### src/hw/rtl/ifr_pkg.sv
// shared types and constants for the image frame receiver
// no dependencies; imported by every module of the block
package ifr_pkg;

  localparam int unsigned AddrW       = 17;
  localparam int unsigned BufferBytes = 1 << AddrW;
  localparam int unsigned SizeW       = AddrW + 1;
  localparam int unsigned QueueDepth  = 4;
  localparam int unsigned QPtrW       = $clog2(QueueDepth);

  localparam logic [SizeW-1:0] LimitCap = SizeW'(BufferBytes);

  // result event codes
  localparam logic [2:0] EvNone     = 3'd0;
  localparam logic [2:0] EvHdrByte  = 3'd1;
  localparam logic [2:0] EvHdrOk    = 3'd2;
  localparam logic [2:0] EvPayload  = 3'd3;
  localparam logic [2:0] EvBadMagic = 3'd4;
  localparam logic [2:0] EvBadMode  = 3'd5;
  localparam logic [2:0] EvTooLarge = 3'd6;
  localparam logic [2:0] EvTimeout  = 3'd7;

  // framing bytes
  localparam logic [7:0] StartByte = 8'h45;
  localparam logic [7:0] MagicP    = 8'h50;
  localparam logic [7:0] MagicD    = 8'h44;

  // mode bytes
  localparam logic [7:0] ModeMono     = 8'd0;
  localparam logic [7:0] ModeColor    = 8'd1;
  localparam logic [7:0] ModePartMono = 8'd10;
  localparam logic [7:0] ModePartCol  = 8'd11;

  // configuration register indexes and reset values
  localparam logic CfgTimeout    = 1'b0;
  localparam logic CfgMaxPayload = 1'b1;
  localparam logic [15:0]      TimeoutReset    = 16'd5000;
  localparam logic [SizeW-1:0] MaxPayloadReset = SizeW'(77760);

  typedef struct packed {
    logic       is_tick;
    logic       is_start;
    logic [7:0] data;
  } item_t;

endpackage

### src/hw/rtl/ifr_front.sv
// front part: accepts input beats, classifies them and queues them
// depends on ifr_pkg
module ifr_front (
  input  logic          clk_i,
  input  logic          rst_ni,
  input  logic          in_valid_i,
  output logic          in_stall_o,
  input  logic          opcode_i,
  input  logic [7:0]    rx_byte_i,
  output logic          q_valid_o,
  output ifr_pkg::item_t q_item_o,
  input  logic          q_pop_i
);
  import ifr_pkg::*;

  item_t              mem_q [QueueDepth];
  logic [QPtrW-1:0]   wr_ptr_q, rd_ptr_q;
  logic [QPtrW:0]     count_q, count_d;
  logic               push, pop;
  item_t              item_in;

  assign in_stall_o = (count_q == (QPtrW+1)'(QueueDepth));
  assign q_valid_o  = (count_q != '0);
  assign q_item_o   = mem_q[rd_ptr_q];

  assign push = in_valid_i & ~in_stall_o;
  assign pop  = q_pop_i & q_valid_o;

  always_comb begin
    item_in.is_tick  = opcode_i;
    item_in.is_start = ~opcode_i & (rx_byte_i == StartByte);
    item_in.data     = rx_byte_i;
  end

  always_comb begin
    case ({push, pop})
      2'b10:   count_d = count_q + 1'b1;
      2'b01:   count_d = count_q - 1'b1;
      default: count_d = count_q;
    endcase
  end

  always_ff @(posedge clk_i or negedge rst_ni) begin
    if (!rst_ni) begin
      wr_ptr_q <= '0;
      rd_ptr_q <= '0;
      count_q  <= '0;
    end else begin
      count_q <= count_d;
      if (push) wr_ptr_q <= wr_ptr_q + 1'b1;
      if (pop)  rd_ptr_q <= rd_ptr_q + 1'b1;
    end
  end

  always_ff @(posedge clk_i) begin
    if (push) mem_q[wr_ptr_q] <= item_in;
  end

endmodule

### src/hw/rtl/ifr_back.sv
// back part: frame state machine, size check, timeout and output register
// depends on ifr_pkg
module ifr_back (
  input  logic                      clk_i,
  input  logic                      rst_ni,
  input  logic                      q_valid_i,
  input  ifr_pkg::item_t            q_item_i,
  output logic                      q_pop_o,
  input  logic                      cfg_valid_i,
  input  logic                      cfg_index_i,
  input  logic [ifr_pkg::SizeW-1:0] cfg_data_i,
  output logic                      out_valid_o,
  input  logic                      out_stall_i,
  output logic [2:0]                event_res_o,
  output logic [ifr_pkg::AddrW-1:0] payload_addr_o,
  output logic [7:0]                payload_data_o,
  output logic                      frame_done_o,
  output logic [15:0]               frame_width_o,
  output logic [15:0]               frame_height_o,
  output logic [7:0]                frame_mode_o,
  output logic [15:0]               frame_x_o,
  output logic [15:0]               frame_y_o,
  output logic [ifr_pkg::SizeW-1:0] payload_size_o
);
  import ifr_pkg::*;

  localparam logic [1:0] PhHunt    = 2'd0;
  localparam logic [1:0] PhHeader  = 2'd1;
  localparam logic [1:0] PhPayload = 2'd2;

  logic [1:0]       phase_q, phase_d;
  logic [3:0]       hidx_q, hidx_d;
  logic [7:0]       magic0_q, magic0_d, magic1_q, magic1_d;
  logic [15:0]      width_q, width_d, height_q, height_d;
  logic [7:0]       mode_q, mode_d;
  logic [15:0]      x_q, x_d, y_q, y_d;
  logic [SizeW-1:0] exp_q, exp_d, rcv_q, rcv_d;
  logic [16:0]      idle_q, idle_d;
  logic [31:0]      prod_q;
  logic [15:0]      timeout_q;
  logic [SizeW-1:0] maxpay_q;

  logic             out_valid_q;
  logic [2:0]       ev_q;
  logic [AddrW-1:0] addr_q;
  logic [7:0]       data_q;
  logic             done_q;
  logic [15:0]      fw_q, fh_q, fx_q, fy_q;
  logic [7:0]       fm_q;
  logic [SizeW-1:0] size_q;

  logic             pop;
  logic [2:0]       ev;
  logic [AddrW-1:0] addr;
  logic [7:0]       data;
  logic             done;
  logic [7:0]       mode_eff;
  logic [29:0]      size_w;
  logic [SizeW-1:0] limit, size_sat, rcv_inc;
  logic             too_large, finish;
  logic [16:0]      idle_inc;
  logic [7:0]       b;

  assign pop     = q_valid_i & (~out_valid_q | ~out_stall_i);
  assign q_pop_o = pop;
  assign b       = q_item_i.data;

  // size from the registered area; the mode byte is taken live while it is the current header byte
  assign mode_eff = (hidx_q == 4'd7) ? b : mode_q;
  assign size_w   = (mode_eff == ModeMono || mode_eff == ModePartMono)
                    ? {1'b0, prod_q[31:3]} : prod_q[31:2];
  assign limit     = (maxpay_q > LimitCap) ? LimitCap : maxpay_q;
  assign size_sat  = (|size_w[29:SizeW]) ? '1 : size_w[SizeW-1:0];
  assign too_large = size_w > 30'(limit);
  assign idle_inc  = (idle_q == '1) ? idle_q : idle_q + 1'b1;
  assign rcv_inc   = rcv_q + 1'b1;

  always_comb begin
    phase_d  = phase_q;
    hidx_d   = hidx_q;
    magic0_d = magic0_q;
    magic1_d = magic1_q;
    width_d  = width_q;
    height_d = height_q;
    mode_d   = mode_q;
    x_d      = x_q;
    y_d      = y_q;
    exp_d    = exp_q;
    rcv_d    = rcv_q;
    idle_d   = idle_q;
    ev       = EvNone;
    addr     = '0;
    data     = '0;
    done     = 1'b0;
    finish   = 1'b0;

    if (q_item_i.is_tick) begin
      if (phase_q == PhPayload) begin
        idle_d = idle_inc;
        if (idle_inc > {1'b0, timeout_q}) begin
          ev      = EvTimeout;
          phase_d = PhHunt;
          rcv_d   = '0;
        end
      end
    end else begin
      idle_d = '0;
      case (phase_q)
        PhHunt: begin
          if (q_item_i.is_start) begin
            phase_d  = PhHeader;
            hidx_d   = 4'd1;
            magic0_d = '0;
            magic1_d = '0;
            width_d  = '0;
            height_d = '0;
            mode_d   = '0;
            x_d      = '0;
            y_d      = '0;
            exp_d    = '0;
            rcv_d    = '0;
            ev       = EvHdrByte;
          end
        end
        PhHeader: begin
          ev     = EvHdrByte;
          hidx_d = hidx_q + 1'b1;
          case (hidx_q)
            4'd1:    magic0_d = b;
            4'd2:    magic1_d = b;
            4'd3:    width_d  = {b, width_q[7:0]};
            4'd4:    width_d  = {width_q[15:8], b};
            4'd5:    height_d = {b, height_q[7:0]};
            4'd6:    height_d = {height_q[15:8], b};
            4'd7:    mode_d   = b;
            4'd8:    x_d      = {b, x_q[7:0]};
            4'd9:    x_d      = {x_q[15:8], b};
            4'd10:   y_d      = {b, y_q[7:0]};
            default: y_d      = {y_q[15:8], b};
          endcase
          if (hidx_q == 4'd7) begin
            if (magic0_q != MagicP || magic1_q != MagicD) begin
              ev      = EvBadMagic;
              phase_d = PhHunt;
            end else if (b != ModeMono && b != ModeColor && b != ModePartMono
                         && b != ModePartCol) begin
              ev      = EvBadMode;
              phase_d = PhHunt;
            end else if (b != ModePartMono && b != ModePartCol) begin
              finish = 1'b1;
            end
          end else if (hidx_q >= 4'd11) begin
            finish = 1'b1;
          end
        end
        PhPayload: begin
          ev    = EvPayload;
          addr  = rcv_q[AddrW-1:0];
          data  = b;
          rcv_d = rcv_inc;
          if (rcv_inc >= exp_q) begin
            done    = 1'b1;
            phase_d = PhHunt;
            rcv_d   = '0;
          end
        end
        default: phase_d = PhHunt;
      endcase
    end

    if (finish) begin
      exp_d  = size_sat;
      rcv_d  = '0;
      idle_d = '0;
      if (too_large) begin
        ev      = EvTooLarge;
        phase_d = PhHunt;
      end else if (size_sat == '0) begin
        ev      = EvHdrOk;
        done    = 1'b1;
        phase_d = PhHunt;
      end else begin
        ev      = EvHdrOk;
        phase_d = PhPayload;
      end
    end
  end

  always_ff @(posedge clk_i or negedge rst_ni) begin
    if (!rst_ni) begin
      phase_q   <= PhHunt;
      hidx_q    <= '0;
      magic0_q  <= '0;
      magic1_q  <= '0;
      width_q   <= '0;
      height_q  <= '0;
      mode_q    <= '0;
      x_q       <= '0;
      y_q       <= '0;
      exp_q     <= '0;
      rcv_q     <= '0;
      idle_q    <= '0;
      prod_q    <= '0;
      timeout_q <= TimeoutReset;
      maxpay_q  <= MaxPayloadReset;
      out_valid_q <= 1'b0;
    end else begin
      if (pop) begin
        phase_q  <= phase_d;
        hidx_q   <= hidx_d;
        magic0_q <= magic0_d;
        magic1_q <= magic1_d;
        width_q  <= width_d;
        height_q <= height_d;
        mode_q   <= mode_d;
        x_q      <= x_d;
        y_q      <= y_d;
        exp_q    <= exp_d;
        rcv_q    <= rcv_d;
        idle_q   <= idle_d;
        // area tracks the header registers so it is ready for the last header byte
        prod_q   <= {16'd0, width_d} * {16'd0, height_d};
      end
      if (cfg_valid_i) begin
        case (cfg_index_i)
          CfgTimeout:    timeout_q <= cfg_data_i[15:0];
          CfgMaxPayload: maxpay_q  <= cfg_data_i;
          default:       ;
        endcase
      end
      if (pop)               out_valid_q <= 1'b1;
      else if (!out_stall_i) out_valid_q <= 1'b0;
    end
  end

  always_ff @(posedge clk_i) begin
    if (pop) begin
      ev_q   <= ev;
      addr_q <= addr;
      data_q <= data;
      done_q <= done;
      fw_q   <= width_d;
      fh_q   <= height_d;
      fm_q   <= mode_d;
      fx_q   <= x_d;
      fy_q   <= y_d;
      size_q <= exp_d;
    end
  end

  assign out_valid_o    = out_valid_q;
  assign event_res_o    = ev_q;
  assign payload_addr_o = addr_q;
  assign payload_data_o = data_q;
  assign frame_done_o   = done_q;
  assign frame_width_o  = fw_q;
  assign frame_height_o = fh_q;
  assign frame_mode_o   = fm_q;
  assign frame_x_o      = fx_q;
  assign frame_y_o      = fy_q;
  assign payload_size_o = size_q;

endmodule

### src/hw/rtl/image_frame_receiver_top.sv
// a beat enters the queue at its accepting edge and the result register loads when the
// back part pops it; throughput: one beat per cycle unless a stall holds the flow;
// the 4-entry queue lets input and output stall independently
// frame area is re-registered from the header fields after every beat, one 16x16 multiply
// reset (async, active low): hunting for start byte, header and counters zero,
// timeout 5000 ticks, max payload 77760 bytes; configuration writes are always ready
// depends on ifr_pkg, ifr_front, ifr_back
module image_frame_receiver_top (
  input  logic                      clk_i,
  input  logic                      rst_ni,
  input  logic                      in_valid_i,
  output logic                      in_stall_o,
  input  logic                      opcode_i,
  input  logic [7:0]                rx_byte_i,
  input  logic                      cfg_valid_i,
  output logic                      cfg_ready_o,
  input  logic                      cfg_index_i,
  input  logic [ifr_pkg::SizeW-1:0] cfg_data_i,
  output logic                      out_valid_o,
  input  logic                      out_stall_i,
  output logic [2:0]                event_res_o,
  output logic [ifr_pkg::AddrW-1:0] payload_addr_o,
  output logic [7:0]                payload_data_o,
  output logic                      frame_done_o,
  output logic [15:0]               frame_width_o,
  output logic [15:0]               frame_height_o,
  output logic [7:0]                frame_mode_o,
  output logic [15:0]               frame_x_o,
  output logic [15:0]               frame_y_o,
  output logic [ifr_pkg::SizeW-1:0] payload_size_o
);
  import ifr_pkg::*;

  logic  q_valid, q_pop;
  item_t q_item;

  assign cfg_ready_o = 1'b1;

  ifr_front u_front (
    .clk_i      (clk_i),
    .rst_ni     (rst_ni),
    .in_valid_i (in_valid_i),
    .in_stall_o (in_stall_o),
    .opcode_i   (opcode_i),
    .rx_byte_i  (rx_byte_i),
    .q_valid_o  (q_valid),
    .q_item_o   (q_item),
    .q_pop_i    (q_pop)
  );

  ifr_back u_back (
    .clk_i          (clk_i),
    .rst_ni         (rst_ni),
    .q_valid_i      (q_valid),
    .q_item_i       (q_item),
    .q_pop_o        (q_pop),
    .cfg_valid_i    (cfg_valid_i & cfg_ready_o),
    .cfg_index_i    (cfg_index_i),
    .cfg_data_i     (cfg_data_i),
    .out_valid_o    (out_valid_o),
    .out_stall_i    (out_stall_i),
    .event_res_o    (event_res_o),
    .payload_addr_o (payload_addr_o),
    .payload_data_o (payload_data_o),
    .frame_done_o   (frame_done_o),
    .frame_width_o  (frame_width_o),
    .frame_height_o (frame_height_o),
    .frame_mode_o   (frame_mode_o),
    .frame_x_o      (frame_x_o),
    .frame_y_o      (frame_y_o),
    .payload_size_o (payload_size_o)
  );

  // a frame only completes on an accepted header or a payload byte
  a_done_event: assert property (@(posedge clk_i) disable iff (!rst_ni)
    out_valid_o && frame_done_o |-> (event_res_o == EvHdrOk || event_res_o == EvPayload))
    else $error("frame done on a wrong event");

  // payload addresses stay inside the announced size
  a_addr_range: assert property (@(posedge clk_i) disable iff (!rst_ni)
    out_valid_o && event_res_o == EvPayload |-> {1'b0, payload_addr_o} < payload_size_o)
    else $error("payload address beyond frame size");

  // address and data are zero unless a payload byte is reported
  a_addr_zero: assert property (@(posedge clk_i) disable iff (!rst_ni)
    out_valid_o && event_res_o != EvPayload |-> payload_addr_o == '0 && payload_data_o == '0)
    else $error("stray payload address or data");

endmodule
### config.mk
export PLATFORM = sky130hd
export DESIGN_NAME = image_frame_receiver_top
export DESIGN_NICKNAME = d
export VERILOG_FILES = /design/src/hw/rtl/ifr_pkg.sv /design/src/hw/rtl/ifr_front.sv /design/src/hw/rtl/ifr_back.sv /design/src/hw/rtl/image_frame_receiver_top.sv
export SDC_FILE = /design/constraint.sdc
export NUM_CORES = 1
export LEC_CHECK = 0
export BUFFER_PORTS_ARGS = -buffer_cell sky130_fd_sc_hd__buf_2
export CAP_MARGIN = 10
export CORE_AREA = 2 2 355 252
export DETAILED_ROUTE_END_ITERATION = 8
export DIE_AREA = 0 0 357 254
export HOLD_SLACK_MARGIN = 0.05
export PLACE_DENSITY = 0.42
export RECOVER_POWER = 100
export SETUP_SLACK_MARGIN = 0.3
export SYNTH_ARGS = -nofsm -noshare
export SYNTH_HDL_FRONTEND = slang
export SYNTH_HIERARCHICAL = 1
export SYNTH_SLANG_ARGS = --single-unit
### constraint.sdc
create_clock -name clk_i -period 19.35 [get_ports clk_i]
set_input_delay 0.9675 -clock clk_i [delete_from_list [all_inputs] [get_ports clk_i]]
set_output_delay 0.9675 -clock clk_i [all_outputs]
set_load 0.005 [all_outputs]
==> results of run 1 <==
## sequential cells by signal, summed over array words and instances, names as in the netlist, 4 cells and up
signal,cells
u_back/frame_height_o,16
u_back/timeout_q,16
u_back/frame_width_o,16
u_back/width_q,16
u_back/magic1_q,8
u_back/frame_y_o,16
u_back/height_q,16
u_back/rcv_q,18
u_front/mem_q,40
u_back/hidx_q,4
u_back/payload_size_o,18
u_back/frame_x_o,16
u_back/mode_q,8
u_back/prod_q,30
u_back/idle_q,17
u_back/payload_data_o,8
u_back/y_q,16
u_back/exp_q,18
u_back/payload_addr_o,17
u_back/magic0_q,8
u_back/x_q,16
u_back/maxpay_q,18
u_back/frame_mode_o,8
## per-layer routing
layer  global-route usage  part of all wire
met2                0.250              0.40
met1                0.277              0.51
met3               0.0373             0.063
met4               0.0405             0.022
met5                    0                 0
## worst max path at each step
stage	cells after the start	endpoint	slack, ns	start
2_1_floorplan	27	u_back/prod_q[30]$_DFFE_PN0P_	11.26	u_front/rd_ptr_q[0]$_DFFE_PN0P_
3_3_place_gp	26	u_back/prod_q[30]$_DFFE_PN0P_	9.59	u_front/rd_ptr_q[0]$_DFFE_PN0P_
3_5_place_dp	26	u_back/prod_q[30]$_DFFE_PN0P_	9.38	u_front/rd_ptr_q[0]$_DFFE_PN0P_
4_1_cts	26	u_back/prod_q[30]$_DFFE_PN0P_	9.39	u_front/rd_ptr_q[0]$_DFFE_PN0P_
5_1_grt	26	u_back/prod_q[30]$_DFFE_PN0P_	8.43	u_front/rd_ptr_q[0]$_DFFE_PN0P_
6_report	26	u_back/prod_q[30]$_DFFE_PN0P_	8.94	u_front/rd_ptr_q[0]$_DFFE_PN0P_
## tightest hold or removal path, stage by stage (launching register included)
cell and delay (ns):
dfrtp_1 0.34, nand2_1 0.05, nand2_1 0.06
## cell type report
| cell class | count | area (µm²) | area share |
|---|---|---|---|
| Tap cell | 1162 | 1450 | 0.0498 |
| Timing Repair Buffer | 190 | 823 | 0.0282 |
| Clock buffer | 58 | 1170 | 0.0402 |
| Clock inverter | 21 | 283 | 0.00969 |
| Sequential cell | 378 | 10300 | 0.352 |
| Multi-Input combinational cell | 1746 | 14000 | 0.478 |
| Inverter | 326 | 1220 | 0.0420 |
## through the flow
stage                     setup WS, ns  power (mW)  std cells  utilization  area (µm²)
after floorplan                  11.26        2.83       2559            -       26000
after global placement            9.59        3.77       3802        0.322       28100
after detailed placement          9.38        3.79       3802        0.322       28100
after CTS                         9.39        4.69       3881        0.338       29500
after global routing              8.43        5.00       3881        0.335       29200
final                             8.94        4.61       3881        0.335       29200
## cell usage in the layout, fill, tap and decap left out, drive strengths merged, types with 9 or more instances in the layout
cell type,count
dfstp,13
inv,316
buf,73
nor4,12
nand3,37
o21ai,107
and3,9
nand4,21
a2bb2oi,15
xnor2,34
nor2b,25
nor3,26
edfxtp,159
fa,195
nand2,393
clkbuf,175
xor2,24
dfrtp,206
nor2,206
mux4,10
and2,35
a21oi,67
nand2b,21
a22oi,55
ha,166
a22o,98
mux2i,9
clkinv,22
a21o,35
o21a,10
o31ai,9
mux2,42
## report_power, final
part / internal (mW) / switching, mW
Sequential: 1.10 / 0.138
Clock: 0.508 / 0.359
Combinational: 0.812 / 1.70
## cells by family (layout without fill, tap and decap cells)
family | Yosys count | count (layout) | synth area share
simple gates | 819 | 819 | 0.140
compound gates | 446 | 446 | 0.119
buf+inv | 435 | 595 | 0.0645
flops | 378 | 378 | 0.396
fa+ha+maj | 361 | 361 | 0.230
mux | 61 | 61 | 0.0305
xor+xnor | 58 | 58 | 0.0196
other cells | 1 | 1 | 0.000144
==> flow_metrics.env, run 1 <==
export IMPL_yosysUniqueCellTypes=76
export IMPL_total_leakage_power_nw=13.3
export IMPL_dieArea_um2=90700
export IMPL_drt_iter0_drc=1610
export IMPL_synth_warnings=6
export IMPL_nets=3079
export IMPL_syn_to_final_growth_pct=12.4
export IMPL_synth_top_cell_area_share=0.198
export IMPL_die_w_um=357
export IMPL_ctsRootBufferMaster="clkbuf_16"
export IMPL_synth_net_count=2953
export IMPL_hold_path_endpoint="u_back/x_q[1]$_DFFE_PN0P_"
export IMPL_fin_skew_ns=0.0299
export IMPL_post_drt_wl_per_cell_um=20.7
export IMPL_yosysMostFrequentCell="nand2_1"
export IMPL_end_kind="flop"
export IMPL_clockBufferDepth=3
export IMPL_grt_usage=0.178
export IMPL_worstReg2RegStart="u_front/rd_ptr_q[0]$_DFFE_PN0P_"
export IMPL_antenna_found_initial=2
export IMPL_cts_sinks=378
export IMPL_path_common_cell="fa_1"
export IMPL_worst_pin_slew_ns=5.89
export IMPL_globalRouteOverflowTotal=0
export IMPL_crit_required_ns=19.81
export IMPL_core_area_um2=87200
export IMPL_ant_nets=0
export IMPL_ys_seq_area_frac=0.396
export IMPL_min_period_over_period=0.538
export IMPL_worstHoldStart="u_back/x_q[1]$_DFFE_PN0P_"
export IMPL_worst_r2r_setup_slack_ns=8.94
export IMPL_hold_path_class="reg -> reg"
export IMPL_worst_hold_slack_ns=0.478
export IMPL_violations="max-capacitance violations, max-slew violations"
export IMPL_rows=91
export IMPL_avgViaCountPerCell=4.96
export IMPL_grt_max_degree=102
export IMPL_min_period_ns=10.41
export IMPL_hpwl_mm=60.1
export IMPL_io_pins=155
export IMPL_cts_setup_buffers=0
export IMPL_synthesis_instances=2559
export IMPL_max_stage_delay_ns=1.11
export IMPL_cts_tree="yes"
export IMPL_synth_avg_cell_area_um2=10.1
export IMPL_dr_total_vias=19300
export IMPL_grt_pass1_wl_mm=123
export IMPL_gp_congestion=0.882
export IMPL_ys_top_cells_by_area="dfrtp_1 (20%), edfxtp_1 (18%), fa_1 (15%)"
export IMPL_critical_path_arrival_ns=10.87
export IMPL_drive_gt1_frac=0.0776
export IMPL_hold_path_depth=2
export IMPL_cp_top_family="adder cells"
export IMPL_synth_common_cells="nand2_1 (393), inv_1 (313), dfrtp_1 (206), nor2_1 (205), fa_1 (195)"
export IMPL_synth_edff_count=159
export IMPL_hold_viol_final=0
export IMPL_slew_headroom=-2.92
export IMPL_r2r_end="u_back/prod_q[30]$_DFFE_PN0P_"
export IMPL_synth_area_leader_cell="dfrtp_1"
export IMPL_cts_hold_buf=0
export IMPL_initial_core_util=0.298
export IMPL_wirelength_mm=80.4
export IMPL_cts_buffers=43
export IMPL_start_kind="flop"
export IMPL_synthArstFlopShare=0.579
export IMPL_fill_cells=9040
export IMPL_ys_flop_type="dfrtp_1"
export IMPL_rsz0062_at_grt="no"
export IMPL_tns_ns=0
export IMPL_slew_viol_final=505
export IMPL_crit_buf_inv=5
export IMPL_crit_path_top_delay_cell="a22oi_1"
export IMPL_fmax_mhz=96.1
export IMPL_critPathMaxFanout=19
export IMPL_ys_ff_latch=378
export IMPL_path_clk_slew_ns=0.06
export IMPL_maxCapViolCount=9
export IMPL_status="finished with violations"
export IMPL_first_pass_iters=5
export IMPL_setup_viol=0
export IMPL_fp_dieH_um=254
export IMPL_drc=0
export IMPL_diodes=0
export IMPL_r2r_worst_path_cells=26
export IMPL_htreeDepth=2
export IMPL_numPortBuffers=153
export IMPL_cts_repair_resized=0
export IMPL_grt_pass1_vias=19200
export IMPL_syn_area_um2=26000
export IMPL_path_class="reg -> reg"
export IMPL_vdd_drop_max_mv=0.0679
export IMPL_pwr_density_cell_nw_per_um2=158
export IMPL_clk_insertion_delay_late_ns=0.60
Power figures use the tool's default switching activity.
==> run 2: changes to the inputs <==
- PLACE_DENSITY: 0.42 -> 0.43
- clock period: 19.35 -> 8.6 ns (I/O delays scaled with it)
==> run 2 against run 1 <==
Against the previous run:
- the flow still finishes with violations (max-capacitance violations, max-slew violations)
- wire length up 0.79%
- clock power up 120%
- cell count up 2.6%
- critical path type unchanged
- largest cell class unchanged
- largest power group unchanged
==> flow_metrics.env, run 2 (synthesized netlist as in run 1, its figures left out) <==
export IMPL_status="finished with violations"
export IMPL_violations="max-capacitance violations, max-slew violations"
export IMPL_wirelength_mm=81.0
export IMPL_ant_nets=0
export IMPL_worst_pin_slew_ns=5.68
export IMPL_clockBufferDepth=3
export IMPL_htreeDepth=2
export IMPL_p_total_mw=10.7
export IMPL_avgViaCountPerCell=4.86
export IMPL_worst_r2r_setup_slack_ns=0.59
export IMPL_fp_dieH_um=254
export IMPL_end_kind="flop"
export IMPL_placedCellCount=3864
export IMPL_worstReg2RegStart="u_front/rd_ptr_q[0]$_DFFE_PN0P_"
export IMPL_drive_gt1_frac=0.124
export IMPL_grt_max_degree=101
export IMPL_hold_path_class="in -> reg"
export IMPL_critical_path_arrival_ns=8.47
export IMPL_hold_path_endpoint="u_back/timeout_q[7]$_DFFE_PN1P_"
export IMPL_critPathMaxFanout=8
export IMPL_vdd_drop_max_mv=0.132
export IMPL_crit_required_ns=9.05
export IMPL_rsz0062_at_grt="no"
export IMPL_dr_total_vias=19400
export IMPL_setup_viol=0
export IMPL_final_cell_mix="nand2_1 (393), inv_1 (309), dfrtp_1 (206), nor2_1 (204), fa_1 (194)"
export IMPL_initial_core_util=0.298
export IMPL_hold_viol_final=0
export IMPL_hold_path_depth=3
export IMPL_grt_pass1_vias=19700
export IMPL_tns_ns=0
export IMPL_antenna_found_initial=1
export IMPL_numPortBuffers=153
export IMPL_cts_buffers=44
export IMPL_regMostFlops="u_front/mem_q"
export IMPL_syn_to_final_growth_pct=16.1
export IMPL_drc=0
export IMPL_die_w_um=357
export IMPL_diodes=0
export IMPL_final_common_cell="nand2_1"
export IMPL_path_clk_slew_ns=0.06
export IMPL_cts_sinks=378
export IMPL_slew_viol_final=376
export IMPL_total_leakage_power_nw=13.9
export IMPL_fin_skew_ns=0.0258
export IMPL_fill_cells=8962
export IMPL_drt_iter0_drc=1380
export IMPL_rows=91
export IMPL_dieArea_um2=90700
export IMPL_max_stage_delay_ns=0.62
export IMPL_largest_reg_flops=40
export IMPL_core_area_um2=87200
export IMPL_top_regs="u_front/mem_q (40), u_back/prod_q (30)"
export IMPL_instances_no_fill=3982
export IMPL_cts_tree="yes"
export IMPL_post_drt_wl_per_cell_um=20.4
export IMPL_hpwl_mm=62.5
export IMPL_path_common_cell="fa_1"
export IMPL_path_class="reg -> reg"
export IMPL_grt_pass1_wl_mm=124
export IMPL_fmax_mhz=125
export IMPL_worstHoldStart="cfg_data_i[7]"
export IMPL_min_period_ns=8.01
export IMPL_nets=3178
export IMPL_pwr_density_cell_nw_per_um2=355
export IMPL_worst_slack_ns=0.589
export IMPL_dp_worst_setup_slack_ns=0.156
export IMPL_maxCapViolCount=7
export IMPL_gp_congestion=0.900
export IMPL_start_kind="flop"
export IMPL_r2r_worst_path_cells=28
export IMPL_crit_path_top_delay_cell="mux4_2"
export IMPL_slew_headroom=-2.79
export IMPL_first_pass_iters=5
export IMPL_ctsRootBufferMaster="clkbuf_16"
export IMPL_globalRouteOverflowTotal=0
export IMPL_io_pins=155
export IMPL_clk_insertion_delay_late_ns=0.60
export IMPL_min_period_over_period=0.932
export IMPL_grt_usage=0.180
export IMPL_r2r_end="u_back/prod_q[19]$_DFFE_PN0P_"
==> run 2: power breakdown <==
part	switching [mW]	internal [mW]	leakage, nW
combinational	3.89	2.14	8.78
clock	0.797	1.12	0.704
sequential	0.296	2.46	4.44
total	4.99	5.73	13.9
==> run 2: critical path, delay by kind of cell, from the launching register on <==
| family | cells | cell delay, ns |
|---|---|---|
| AND/OR/NAND/NOR | 4 | 0.52 |
| AO/OA/AOI/OAI | 8 | 1.30 |
| buffers and inverters | 7 | 1.11 |
| flip-flops | 1 | 0.45 |
| adder cells (fa/ha/maj) | 7 | 3.59 |
| multiplexers | 1 | 0.62 |
| XOR/XNOR | 1 | 0.28 |
==> run 2: timing repair <==
action	CTS	global route
buffers inserted	0	22
gates resized for setup	8	47
hold buffers	14	0
endpoints found under the hold margin	103	0
pin swaps	0	1
setup endpoints to repair	2	14
==> run 2: per-layer routing <==
metal	vias to the layer above	GRT usage	wire, µm
met3	75	0.0450	5550
met5	-	0	13
met2	524	0.254	33100
met1	9692	0.276	41100
met4	2	0.0337	1280
li1	9074	-	-
==> run 2: cell type report <==
class	instances	area (µm²)	area share
repair buffers	288	1700	0.0562
multi-input cells	1746	14000	0.466
clock buffers	61	1230	0.0407
inverters	326	1240	0.0412
well taps	1162	1450	0.0482
flip-flops and latches	378	10300	0.341
clock inverters	21	229	0.00759
==> run 2: per-stage QoR <==
| stage | hold WS [ns] | utilization | area, µm² |
|---|---|---|---|
| after detailed placement | 0.468 | 0.327 | 28500 |
| after floorplan | 0.134 | - | 26000 |
| after CTS | 0.0502 | 0.345 | 30100 |
| final | 0.0895 | 0.346 | 30200 |
| after global placement | 0.459 | 0.327 | 28500 |
| after global routing | 0.0786 | 0.346 | 30200 |
==> run 2: worst max-delay path by stage <==
| stage | start | to | slack [ns] |
|---|---|---|---|
| finish | u_front/rd_ptr_q[0]$_DFFE_PN0P_ | u_back/prod_q[19]$_DFFE_PN0P_ | 0.59 |
| global route | u_front/rd_ptr_q[0]$_DFFE_PN0P_ | u_back/prod_q[30]$_DFFE_PN0P_ | 0.14 |
| CTS | u_front/rd_ptr_q[0]$_DFFE_PN0P_ | u_back/prod_q[30]$_DFFE_PN0P_ | 0.30 |
| detailed placement | u_front/rd_ptr_q[0]$_DFFE_PN0P_ | u_back/prod_q[30]$_DFFE_PN0P_ | 0.16 |
| global placement | u_front/rd_ptr_q[0]$_DFFE_PN0P_ | u_back/prod_q[30]$_DFFE_PN0P_ | 0.22 |
| floorplan | u_front/rd_ptr_q[0]$_DFFE_PN0P_ | u_back/prod_q[30]$_DFFE_PN0P_ | 0.51 |
